--- config.mk ---
export PLATFORM = sky130hd
export DESIGN_NAME = easter_holy_day_dates
export DESIGN_NICKNAME = d
export VERILOG_FILES = /design/src/sv/ehd_pkg.sv /design/src/sv/ehd_computus.sv /design/src/sv/ehd_emit.sv /design/src/sv/easter_holy_day_dates.sv
export SDC_FILE = /design/constraint.sdc
export NUM_CORES = 1
export LEC_CHECK = 0
export BUFFER_PORTS_ARGS = -buffer_cell sky130_fd_sc_hd__buf_2
export CORE_UTILIZATION = 44
export DETAILED_ROUTE_END_ITERATION = 8
export PLACE_DENSITY_LB_ADDON = 0.25
export SLEW_MARGIN = 25
export SYNTH_ARGS = -nofsm -noshare
export SYNTH_HDL_FRONTEND = slang
export SYNTH_SLANG_ARGS = --single-unit
--- constraint.sdc ---
create_clock -name clk -period 9.43 [get_ports clk]
set_input_delay 1.4145 -clock clk [delete_from_list [all_inputs] [get_ports clk]]
set_output_delay 1.4145 -clock clk [all_outputs]
set_load 0.01 [all_outputs]
--- src/sv/ehd_pkg.sv ---
// Shared types, holiday codes and the day-offset table for the holy-day date block.
`default_nettype none

package ehd_pkg;

  // Holiday codes in output order
  localparam logic [2:0] HOL_EASTER      = 3'd0;
  localparam logic [2:0] HOL_CARNIVAL    = 3'd1;
  localparam logic [2:0] HOL_GOOD_FRIDAY = 3'd2;
  localparam logic [2:0] HOL_WHITSUN     = 3'd3;
  localparam logic [2:0] HOL_ASCENSION   = 3'd4;

  // Easter as a zero-based day of year plus the leap flag of that year
  typedef struct packed {
    logic [6:0] doy;
    logic       leap;
  } easter_t;

  // Day offset of each holiday from Easter Sunday
  function automatic logic signed [7:0] hol_shift(input logic [2:0] hol);
    logic signed [7:0] s;
    unique case (hol)
      HOL_EASTER:      s = 8'sd0;
      HOL_CARNIVAL:    s = -8'sd49;
      HOL_GOOD_FRIDAY: s = -8'sd2;
      HOL_WHITSUN:     s = 8'sd49;
      HOL_ASCENSION:   s = 8'sd39;
      default:         s = 8'sd0;
    endcase
    return s;
  endfunction

endpackage

`default_nettype wire

--- src/sv/ehd_computus.sv ---
// Nine-stage pipeline computing the Gregorian Easter day of year from a year.
`default_nettype none

module ehd_computus (
  input  wire logic            clk,
  input  wire logic            rst,
  input  wire logic            start,
  input  wire logic [15:0]     year,
  output logic                 busy,
  output logic                 out_valid,
  input  wire logic            out_take,
  output ehd_pkg::easter_t     out_date
);
  import ehd_pkg::*;

  localparam int unsigned NSTAGE = 9;

  logic [NSTAGE-1:0] v;
  logic [NSTAGE-1:0] en;

  // Stage enables: a stage loads when empty or when its content moves on
  always_comb begin
    en[NSTAGE-1] = !v[NSTAGE-1] || out_take;
    for (int k = NSTAGE - 2; k >= 0; k--) begin
      en[k] = !v[k] || en[k+1];
    end
  end

  assign busy      = !en[0];
  assign out_valid = v[NSTAGE-1];

  // Valid bits travel with the data
  always_ff @(posedge clk) begin
    if (rst) begin
      v <= '0;
    end else begin
      if (en[0]) v[0] <= start;
      for (int k = 1; k < NSTAGE; k++) begin
        if (en[k]) v[k] <= v[k-1];
      end
    end
  end

  // Stage 1: y/100 and y/19 by reciprocal multiply (exact for 16-bit y)
  logic [15:0] y1;
  logic [9:0]  b1;
  logic [11:0] q19_1;
  logic [32:0] p100;
  logic [31:0] p19;
  assign p100 = 33'(year) * 33'd83887;
  assign p19  = 32'(year) * 32'd55189;

  always_ff @(posedge clk) begin
    if (en[0]) begin
      y1    <= year;
      b1    <= p100[32:23];
      q19_1 <= p19[31:20];
    end
  end

  // Stage 2: remainders a = y%19, c = y%100, and f = (b+8)/25
  logic [4:0]  a2;
  logic [9:0]  b2;
  logic [6:0]  c2;
  logic [4:0]  f2;
  logic [1:0]  yl2;
  logic [15:0] a_full, c_full;
  logic [19:0] pf;
  assign a_full = y1 - 16'(q19_1) * 16'd19;
  assign c_full = y1 - 16'(b1) * 16'd100;
  assign pf     = 20'(b1 + 10'd8) * 20'd656;

  always_ff @(posedge clk) begin
    if (en[1]) begin
      a2  <= a_full[4:0];
      b2  <= b1;
      c2  <= c_full[6:0];
      f2  <= pf[18:14];
      yl2 <= y1[1:0];
    end
  end

  // Stage 3: g = (b-f+1)/3, split b and c, leap-year flag
  logic [4:0] a3;
  logic [9:0] b3;
  logic [7:0] d3, g3;
  logic [1:0] e3, k3;
  logic [4:0] i3;
  logic       leap3;
  logic [19:0] pg;
  assign pg = 20'(b2 - 10'(f2) + 10'd1) * 20'd683;

  always_ff @(posedge clk) begin
    if (en[2]) begin
      a3    <= a2;
      b3    <= b2;
      d3    <= b2[9:2];
      g3    <= pg[18:11];
      e3    <= b2[1:0];
      i3    <= c2[6:2];
      k3    <= c2[1:0];
      leap3 <= (yl2 == 2'd0) && ((c2 != 7'd0) || (b2[1:0] == 2'd0));
    end
  end

  // Stage 4: sum feeding h
  logic [9:0] hsum4;
  logic [4:0] a4, i4;
  logic [1:0] e4, k4;
  logic       leap4;

  always_ff @(posedge clk) begin
    if (en[3]) begin
      hsum4 <= 10'(a3) * 10'd19 + b3 - 10'(d3) - 10'(g3) + 10'd15;
      a4    <= a3;
      e4    <= e3;
      i4    <= i3;
      k4    <= k3;
      leap4 <= leap3;
    end
  end

  // Stage 5: quotient of hsum by 30
  logic [9:0]  hsum5;
  logic [5:0]  hq5;
  logic [4:0]  a5, i5;
  logic [1:0]  e5, k5;
  logic        leap5;
  logic [20:0] ph;
  assign ph = 21'(hsum4) * 21'd1093;

  always_ff @(posedge clk) begin
    if (en[4]) begin
      hsum5 <= hsum4;
      hq5   <= ph[20:15];
      a5    <= a4;
      e5    <= e4;
      i5    <= i4;
      k5    <= k4;
      leap5 <= leap4;
    end
  end

  // Stage 6: h = hsum % 30, sum feeding l
  logic [4:0] h6, a6;
  logic [6:0] lsum6;
  logic       leap6;
  logic [9:0] h_full;
  assign h_full = hsum5 - 10'(hq5) * 10'd30;

  always_ff @(posedge clk) begin
    if (en[5]) begin
      h6    <= h_full[4:0];
      lsum6 <= 7'd46 + {4'd0, e5, 1'b0} + {1'b0, i5, 1'b0} - {2'd0, h_full[4:0]}
               - {5'd0, k5};
      a6    <= a5;
      leap6 <= leap5;
    end
  end

  // Stage 7: quotient of lsum by 7
  logic [6:0]  lsum7;
  logic [3:0]  lq7;
  logic [4:0]  h7, a7;
  logic        leap7;
  logic [14:0] pl;
  assign pl = 15'(lsum6) * 15'd147;

  always_ff @(posedge clk) begin
    if (en[6]) begin
      lsum7 <= lsum6;
      lq7   <= pl[13:10];
      h7    <= h6;
      a7    <= a6;
      leap7 <= leap6;
    end
  end

  // Stage 8: l = lsum % 7, m, packed Easter date month*31 + day-1
  logic [7:0] base8;
  logic       leap8;
  logic [6:0] l_full;
  logic [2:0] l7;
  logic [8:0] msum;
  logic       m7;
  assign l_full = lsum7 - 7'(lq7) * 7'd7;
  assign l7     = l_full[2:0];
  assign msum   = 9'(a7) + 9'(h7) * 9'd11 + 9'(l7) * 9'd22;
  assign m7     = (msum >= 9'd451);

  always_ff @(posedge clk) begin
    if (en[7]) begin
      base8 <= 8'(h7) + 8'(l7) + 8'd114 - (m7 ? 8'd7 : 8'd0);
      leap8 <= leap7;
    end
  end

  // Stage 9: day of year; March and April both reduce to base - 34 + leap
  logic [7:0] doy_full;
  assign doy_full = base8 - 8'd34 + 8'(leap8);

  always_ff @(posedge clk) begin
    if (en[8]) begin
      out_date.doy  <= doy_full[6:0];
      out_date.leap <= leap8;
    end
  end

endmodule

`default_nettype wire

--- src/sv/ehd_emit.sv ---
// Result sequencer: turns one Easter date into five dated holiday results.
`default_nettype none

module ehd_emit (
  input  wire logic              clk,
  input  wire logic              rst,
  input  wire logic              in_valid,
  output logic                   in_take,
  input  wire ehd_pkg::easter_t  in_date,
  output logic                   strobe,
  output logic [2:0]             holiday,
  output logic [4:0]             day_of_month,
  output logic [2:0]             month_number,
  output logic                   last
);
  import ehd_pkg::*;

  logic       active;
  logic [2:0] cnt;
  easter_t    cur;

  // Ready for a new date when idle or on the final result of this one
  assign in_take = !active || (cnt == HOL_ASCENSION);

  always_ff @(posedge clk) begin
    if (rst) begin
      active <= 1'b0;
      cnt    <= HOL_EASTER;
    end else if (in_take && in_valid) begin
      active <= 1'b1;
      cnt    <= HOL_EASTER;
    end else if (active) begin
      if (cnt == HOL_ASCENSION) begin
        active <= 1'b0;
        cnt    <= HOL_EASTER;
      end else begin
        cnt <= cnt + 3'd1;
      end
    end
  end

  always_ff @(posedge clk) begin
    if (in_take && in_valid) cur <= in_date;
  end

  // Shifted day of year, clamped at the start of the year
  logic signed [8:0] rest_s;
  logic [7:0]        rest;
  logic [8:0]        feb_end, mar_end, apr_end, may_end;
  logic [7:0]        day0;
  logic [2:0]        mon;

  always_comb begin
    rest_s  = $signed({2'b00, cur.doy}) + 9'(hol_shift(cnt));
    rest    = rest_s[8] ? 8'd0 : rest_s[7:0];
    feb_end = 9'd59 + 9'(cur.leap);
    mar_end = 9'd90 + 9'(cur.leap);
    apr_end = 9'd120 + 9'(cur.leap);
    may_end = 9'd151 + 9'(cur.leap);
    // Month walk; a date on a month's last day stays in that month
    priority if (9'(rest) < 9'd31) begin
      mon  = 3'd1;
      day0 = rest;
    end else if (9'(rest) < feb_end) begin
      mon  = 3'd2;
      day0 = rest - 8'd31;
    end else if (9'(rest) < mar_end) begin
      mon  = 3'd3;
      day0 = rest - feb_end[7:0];
    end else if (9'(rest) < apr_end) begin
      mon  = 3'd4;
      day0 = rest - mar_end[7:0];
    end else if (9'(rest) < may_end) begin
      mon  = 3'd5;
      day0 = rest - apr_end[7:0];
    end else begin
      mon  = 3'd6;
      day0 = rest - may_end[7:0];
    end
  end

  // Output register
  always_ff @(posedge clk) begin
    if (rst) begin
      strobe <= 1'b0;
    end else begin
      strobe <= active;
    end
  end

  always_ff @(posedge clk) begin
    holiday      <= cnt;
    day_of_month <= day0[4:0] + 5'd1;
    month_number <= mon;
    last         <= active && (cnt == HOL_ASCENSION);
  end

endmodule

`default_nettype wire

--- src/sv/easter_holy_day_dates.sv ---
// Top level: Easter and related holy-day dates for a Gregorian year.
`default_nettype none

// A year is taken at a clock edge with start high and busy low. The block then
// puts out five results on consecutive cycles, each marked by strobe for one
// cycle: Easter, Carnival, Good Friday, Whitsuntide and Ascension, with last
// set on the fifth. The receiver cannot hold results off. The single result
// port, with five results per year, limits throughput; the sequencer takes
// the next date with the final result of the current one. A nine-stage computus
// pipeline feeds it, and busy rises when that pipeline is full behind it.
module easter_holy_day_dates (
  input  wire logic        clk,
  input  wire logic        rst,
  input  wire logic        start,
  output logic             busy,
  input  wire logic [15:0] year,
  output logic             strobe,
  output logic [2:0]       holiday,
  output logic [4:0]       day_of_month,
  output logic [2:0]       month_number,
  output logic             last
);
  import ehd_pkg::*;

  logic    date_valid;
  logic    date_take;
  easter_t date;

  ehd_computus u_computus (
    .clk       (clk),
    .rst       (rst),
    .start     (start),
    .year      (year),
    .busy      (busy),
    .out_valid (date_valid),
    .out_take  (date_take),
    .out_date  (date)
  );

  ehd_emit u_emit (
    .clk          (clk),
    .rst          (rst),
    .in_valid     (date_valid),
    .in_take      (date_take),
    .in_date      (date),
    .strobe       (strobe),
    .holiday      (holiday),
    .day_of_month (day_of_month),
    .month_number (month_number),
    .last         (last)
  );

  // No results right after reset
  a_quiet_after_reset: assert property (@(posedge clk) rst |=> !strobe)
    else $error("strobe high right after reset");

  // last marks the Ascension transfer only
  a_last_is_final: assert property (@(posedge clk) disable iff (rst)
    last |-> (strobe && holiday == HOL_ASCENSION))
    else $error("last without final holiday");

  // Results of one year come back to back in holiday order
  a_burst_order: assert property (@(posedge clk) disable iff (rst)
    (strobe && holiday != HOL_ASCENSION) |=>
      (strobe && holiday == $past(holiday) + 3'd1))
    else $error("result burst broken or out of order");

  // Easter always falls in March or April
  a_easter_month: assert property (@(posedge clk) disable iff (rst)
    (strobe && holiday == HOL_EASTER) |-> (month_number == 3'd3 || month_number == 3'd4))
    else $error("Easter outside March and April");

endmodule

`default_nettype wire
Word level (Yosys, flattened, before mapping)

Cells that the tools add are included.

Mux-type cells: 16
Reduce and logical (&&, ||, !) cells: 30
$lt $le $gt $ge: 6
Equal/unequal tests: 4
Multiply operators: 13
Add/subtract/negate cells: 34

Operators by type and width:

| operator                                            | number |
|---|---|
| multiplier 16 x 17 -> 33 bit, second input constant | 1 |
| multiplier 16 x 16 -> 32 bit, second input constant | 1 |
| one-hot mux 8 bit (4 select lines)                  | 1 |
| subtractor 5 bit                                    | 6 |
| 2-to-1 mux 5 bit                                    | 5 |
| multiplier 10 x 11 -> 21 bit, second input constant | 1 |
| adder 20 x 1 -> 20 bit, second input constant       | 1 |
| multiplier 20 x 10 -> 19 bit, second input constant | 1 |
| multiplier 20 x 6 -> 15 bit, second input constant  | 1 |
| subtractor 10 x 8 -> 10 bit                         | 2 |
| adder 7 x 1 -> 8 bit, first input constant          | 2 |
| less-than comparator 8 bit                          | 2 |
| multiplier 7 x 8 -> 14 bit, second input constant   | 1 |
| multiplier 12 x 5 -> 5 bit, second input constant   | 1 |
| adder 10 x 4 -> 11 bit, second input constant       | 1 |
| zero test 1 bit                                     | 11 |
| logical OR 1 bit                                    | 11 |
| subtractor 10 x 5 -> 11 bit                         | 1 |
| adder 10 bit                                        | 1 |
| adder 10 x 4 -> 10 bit, second input constant       | 1 |
| multiplier 10 x 5 -> 5 bit, second input constant   | 1 |
| multiplier 5 x 5 -> 10 bit, second input constant   | 1 |
| adder 5 x 9 -> 9 bit                                | 1 |
| adder 8 x 1 -> 9 bit, first input constant          | 1 |
| other kinds (37)                                    | 47 |

Output and inout bits: 14
Register bits after elaboration: 236
Input port bits: 19

Logic depth before layout (Yosys ltp)

Depth after elaboration: 12
Mapped depth: 33

Modules after synthesis

Synthesis repeated with hierarchy kept, for this count alone.

Cells, all modules: 2085
Area total of the unflattened synthesis: 23940.5 µm²

By module, submodules not included:

| module       | sequential area each (µm²) | area an instance (µm²) | cells each | times used |
|---|---|---|---|---|
| ehd_computus | 5585.4                     | 22042.4                | 1890       | 1 |
| ehd_emit     | 580.6                      | 1898.1                 | 195        | 1 |

Least setup slack after synthesis

No wires, ideal clock.

Path type: register to register
Start point: register u_computus.lq7[0]
End point: register u_computus.base8[5], data pin
Path buffers: 0
Clock period less this slack: 7.646 ns
Stages on the path, launching flop included: 31
Data required time: 9.168 ns
Setup time: 0.262 ns
Slack: 1.784 ns
Arrival: 7.383 ns
Path through: edfxtp_1 ha_1 fa_1 xnor2_1 xnor2_1 xnor2_1 ha_1 ha_1 fa_1 inv_1 fa_1 fa_1 fa_1 inv_1 ha_1 a21oi_1 nor2_1 nor2_1 o21bai_1 a21oi_1 xnor2_1 nor3_1 inv_1 fa_1 ha_1 inv_1 fa_1 inv_1 a21o_1 a21oi_1 xor2_1

Word-level cells in the longest chain between the ends: 7
Elaborated cells on any way between the ends: 9

RTL lines:

| what                              | line                | RTL |
|---|---|---|
| start, declared                   | ehd_computus.sv:163 | `logic [3:0] lq7;` |
| start signal, assigned            | ehd_computus.sv:172 | `lq7 <= pl[13:10];` |
| multiplier 4 x 3 -> 3 bit *       | ehd_computus.sv:186 | `assign l_full = lsum7 - 7'(lq7) * 7'd7;` |
| subtractor 3 bit *                | ehd_computus.sv:186 |  |
| multiplier 3 x 4 -> 7 bit         | ehd_computus.sv:188 | `assign msum = 9'(a7) + 9'(h7) * 9'd11 + 9'(l7) * 9'd22;` |
| adder 9 x 8 -> 9 bit              | ehd_computus.sv:188 |  |
| greater-or-equal comparator 9 bit | ehd_computus.sv:189 | `assign m7 = (msum >= 9'd451);` |
| 2-to-1 mux 3 bit                  | ehd_computus.sv:193 | `base8 <= 8'(h7) + 8'(l7) + 8'd114 - (m7 ? 8'd7 : 8'd0);` |
| subtractor 7 x 3 -> 7 bit *       | ehd_computus.sv:193 |  |
| end signal, assigned              | ehd_computus.sv:193 |  |
| end, declared                     | ehd_computus.sv:180 | `logic [7:0] base8;` |

Mark *: on every way between the ends. The rest lies on a longest branch, timed or not.
A chain may end at the register's enable or synchronous reset.

Final worst setup path

Ends and elaborated chain as after synthesis.

==> results by stage <==
STA:
- The routed design could run at a clock period as short as slightly above 8000 ps.
- The final number of hold-violating endpoints is 0.
- Derived from the worst setup path, the maximum achievable clock frequency is about 120 MHz.
- Measured against its own limit, the worst slew margin works out to 36.5%.
- On the final layout, the worst clock skew is roughly 11 ps.
- The setup TNS after final layout is 0 ps.
- The count of final max-slew check failures is 0.
- Setup violations remaining at the end of the flow were counted as 0.
- Setup repair after global routing left no endpoint under its margin.
- The share of the clock period used by the worst path after layout is between 80% and 90%.
- For the pin with the worst max-slew slack, the measured transition is ~950 ps.

Worst hold path:
- The type of the tightest min-delay check is reg2reg.

Setup path:
- The worst path buffer plus inverter count is 5.
- On the worst path, the slowest cell contributes a delay of 550 ps.
- The critical path is of the reg2reg type.
- The largest fanout on the critical path is 6.
- At the worst endpoint, the required time is roughly 9700 ps.
- The slowest cell on the critical path is sky130_fd_sc_hd__fa_1.
- For the worst setup path, the data arrival time is 8480 ps.
- By instance count, the cell type seen most on the critical path is sky130_fd_sc_hd__fa_1.
- The worst setup path is launched from a register.
- The worst setup path is captured at a register.
- The kind of cell adding the most delay to the critical path is adder cells.

Route:
- The detailed-route wire length is approximately 46000 um.
- The DRC marker count from the first detailed-route iteration is 514.
- The detail-routed net length per standard cell is ~16 um.
- The DRC violation count after routing is 0.
- The detailed-route via count is around 14000.
- For this run, the detailed router's first-pass iteration total came to 6.
- Dividing the detail-routed via count by the number of cells gives between 4 and 5.
- Once detail routing completed, the nets flagged for antenna violations numbered 0.

Die:
- In this run the horizontal extent of the chip is between 200 and 250 um.
- Once the floorplan was initialized, standard cells occupied between 40% and 50% of the core.
- After floorplanning, the core was divided into 84 placement rows.
- The floorplan step defined a die boundary enclosing roughly 0.055 mm2.
- In this run the count of I/O pins placed on the die edge is 33.
- The core area is 0.0531 mm2.
- The height of the die is 235 um.

Logic synthesis:
- The netlist uses 63 different library cells.
- The post-synthesis cell area is around 0.024 mm2.
- The most frequently used flop master after synthesis is sky130_fd_sc_hd__edfxtp_1.
- The number of flops mapped to enable cells by yosys is ~190.
- Summed over its instances, the top area cell type makes up between 20% and 30% of the synthesized netlist area.
- The dominant cell type by area after synthesis is sky130_fd_sc_hd__ha_1.
- Of all flip-flops after synthesis, the portion carrying an async set or reset was 0%.
- The number of nets handed over by synthesis was a little under 3000.
- Synthesis inferred ~210 register bits.
- After synthesis, the mean cell area works out to between 10 and 15 um2.
- In the synthesized netlist, the number of instances is about 2100.
- The number of warnings issued by yosys is 0.
- Sorting the synthesized cells by area gives the leading types as sky130_fd_sc_hd__ha_1, sky130_fd_sc_hd__fa_1, sky130_fd_sc_hd__edfxtp_1, sky130_fd_sc_hd__inv_1, sky130_fd_sc_hd__xnor2_1.
- The sequential fraction of the synthesis area is 25.9%.

Clocking:
- The post-cts hold buffer count is 0.
- The clock latency at the later pin of the worst-skew pair is between 500 and 600 ps.
- The H-tree depth is 1.
- The number of clock buffers added by TritonCTS is 25.
- The number of post-CTS setup repair buffers is 0.
- After clock tree synthesis, the clock-pin slew on the worst setup and hold paths is about 60 ps.
- In this run, post-CTS repair resized a total of 0 instances.
- The number of sinks driven by the clock tree is between 200 and 250.
- The maximum buffer depth of the clock tree is 3.
- The TritonCTS clock tree is built.
- In this run the clock root is driven by a sky130_fd_sc_hd__clkbuf_16.

Placed design:
- Buffers placed on the I/O ports in this run total 32.
- The congestion estimate from routability-driven global placement came to about 0.88.
- The detailed placer's ending HPWL is a little under 40000 um.

Final layout:
- The net count reported at finish is 2937.
- In the final layout, the share of cells above drive strength 1 is just over 4%.
- From synthesis to final layout, the design area changed by 7.87%.
- The filler cell count is about 4700.
- The total area of multi-input combinational cells is between 0.015 and 0.02 mm2.
- Cells fill about half of the core in the end.
- The storage element area is roughly 0.0062 mm2.
- The number of antenna diodes in the final layout is 0.

Global routing:
- The number of antenna violations at the first check in global routing is 0.
- The via count of the first global-routing pass is approximately 15000.
- The maximum number of pins on one net before global-route repair is 32.
- The overall overflow remaining after global route is 0.
- Global routing used between 10% and 20% of the available tracks.
- The global-route wire length before repair is about 77000 um.

Job:
- The tool flagged a number of max-cap violations equal to 0.

Status:
- The flow ran to the end, and the final reports show no timing, DRC or antenna violations.
sequential cells by signal, indices dropped and copies added (netlist names), 6 cells and up:
signal / flops
u_computus.c2: 6
u_computus.hsum4: 10
u_computus.out_date: 8
u_computus.b1: 10
u_computus.base8: 7
u_computus.v: 9
u_computus.lsum6: 7
u_emit.cur: 8
u_computus.d3: 8
u_computus.y1: 7
u_computus.b2: 10
u_computus.g3: 8
cells in the final DEF, fill, tap and decap left out, types with 6 or more instances in the layout:
cell type,n
sky130_fd_sc_hd__buf_2,32
sky130_fd_sc_hd__nor3_1,20
sky130_fd_sc_hd__or2_2,8
sky130_fd_sc_hd__mux2i_1,6
sky130_fd_sc_hd__o21a_1,7
sky130_fd_sc_hd__nand2_1,32
sky130_fd_sc_hd__a21oi_1,64
sky130_fd_sc_hd__a211oi_1,10
sky130_fd_sc_hd__nor2_1,65
sky130_fd_sc_hd__nand2b_1,7
sky130_fd_sc_hd__ha_1,485
sky130_fd_sc_hd__nor4_1,8
sky130_fd_sc_hd__nand3_1,21
sky130_fd_sc_hd__clkbuf_16,25
sky130_fd_sc_hd__edfxtp_1,188
sky130_fd_sc_hd__and3_1,7
sky130_fd_sc_hd__a21o_1,29
sky130_fd_sc_hd__o41a_1,7
sky130_fd_sc_hd__fa_1,292
sky130_fd_sc_hd__inv_1,511
sky130_fd_sc_hd__o21ai_0,39
sky130_fd_sc_hd__xor2_1,43
sky130_fd_sc_hd__nor2b_1,11
sky130_fd_sc_hd__dfxtp_1,26
sky130_fd_sc_hd__a31oi_1,6
sky130_fd_sc_hd__xnor2_1,102
sky130_fd_sc_hd__nand4_1,7
sky130_fd_sc_hd__o21bai_1,8
sky130_fd_sc_hd__and2_1,8
routing by layer:
| metal | wire (um) | track usage (%) | vias up |
|---|---|---|---|
| met2 | 22200 | 29.8 | 225 |
| met4 | 954 | 3.85 | 0 |
| met5 | 0 | 0 | - |
| met1 | 20900 | 23.1 | 6951 |
| li1 | - | - | 6981 |
| met3 | 1520 | 2.40 | 67 |
stage by stage:
stage / instance area (um2) / instances / setup WS, ps / hold slack, ps
after global routing: 25700 / 2847 / 723 / 423
after floorplan: 23800 / 2085 / 1780 / 329
after CTS: 25700 / 2847 / 1140 / 417
after detailed placement: 24900 / 2802 / 1190 / 405
final: 25700 / 2847 / 1220 / 413
after global placement: 24900 / 2802 / 1530 / 402
area by class of cell:
class	count	share of cell area [%]
Timing Repair Buffer	34	0.681
Clock buffer	29	2.49
Clock inverter	16	0.832
Multi-Input combinational cell	1354	61.2
Inverter	512	7.47
Tap cell	688	3.35
Sequential cell	214	24.0
final timing paths:
check                           depth (start not counted)                       endpoint  slack, ps                             start
worst min register to register                          0        u_emit.cur[2]$_DFFE_PP_        410  u_computus.out_date[2]$_DFFE_PP_
worst max-delay path                                   31  u_computus.base8[5]$_DFFE_PP_       1220       u_computus.lq7[0]$_DFFE_PP_
worst max register to register                         31  u_computus.base8[5]$_DFFE_PP_       1220       u_computus.lq7[0]$_DFFE_PP_
worst min-delay path                                    0        u_emit.cur[2]$_DFFE_PP_        410  u_computus.out_date[2]$_DFFE_PP_
cells in the mapped netlist, types with 11 or more instances:
cell	n
sky130_fd_sc_hd__fa_1	292
sky130_fd_sc_hd__a21o_1	29
sky130_fd_sc_hd__inv_1	512
sky130_fd_sc_hd__ha_1	485
sky130_fd_sc_hd__edfxtp_1	188
sky130_fd_sc_hd__nor2b_1	11
sky130_fd_sc_hd__nand2_1	34
sky130_fd_sc_hd__a21oi_1	64
sky130_fd_sc_hd__o21ai_0	39
sky130_fd_sc_hd__nor2_1	65
sky130_fd_sc_hd__nand3_1	21
sky130_fd_sc_hd__xnor2_1	102
sky130_fd_sc_hd__dfxtp_1	26
sky130_fd_sc_hd__nor3_1	20
sky130_fd_sc_hd__xor2_1	43
logic make-up (layout without fill, tap and decap cells):
logic type               count (synthesis)  after routing  share of synthesized area, %
buffers and inverters                  517            591                          8.15
multiplexers                             7              7                         0.299
XOR/XNOR                               146            146                          5.42
AND/OR/NAND/NOR                        216            216                          4.56
AO/OA/AOI/OAI                          208            208                          5.72
flip-flops                             214            214                          25.9
adder cells (fa/ha/maj)                777            777                          50.0
Power is left out: the tool's default activity adds up to more than one toggle a clock period on the data nets, which glitch-free logic cannot reach.
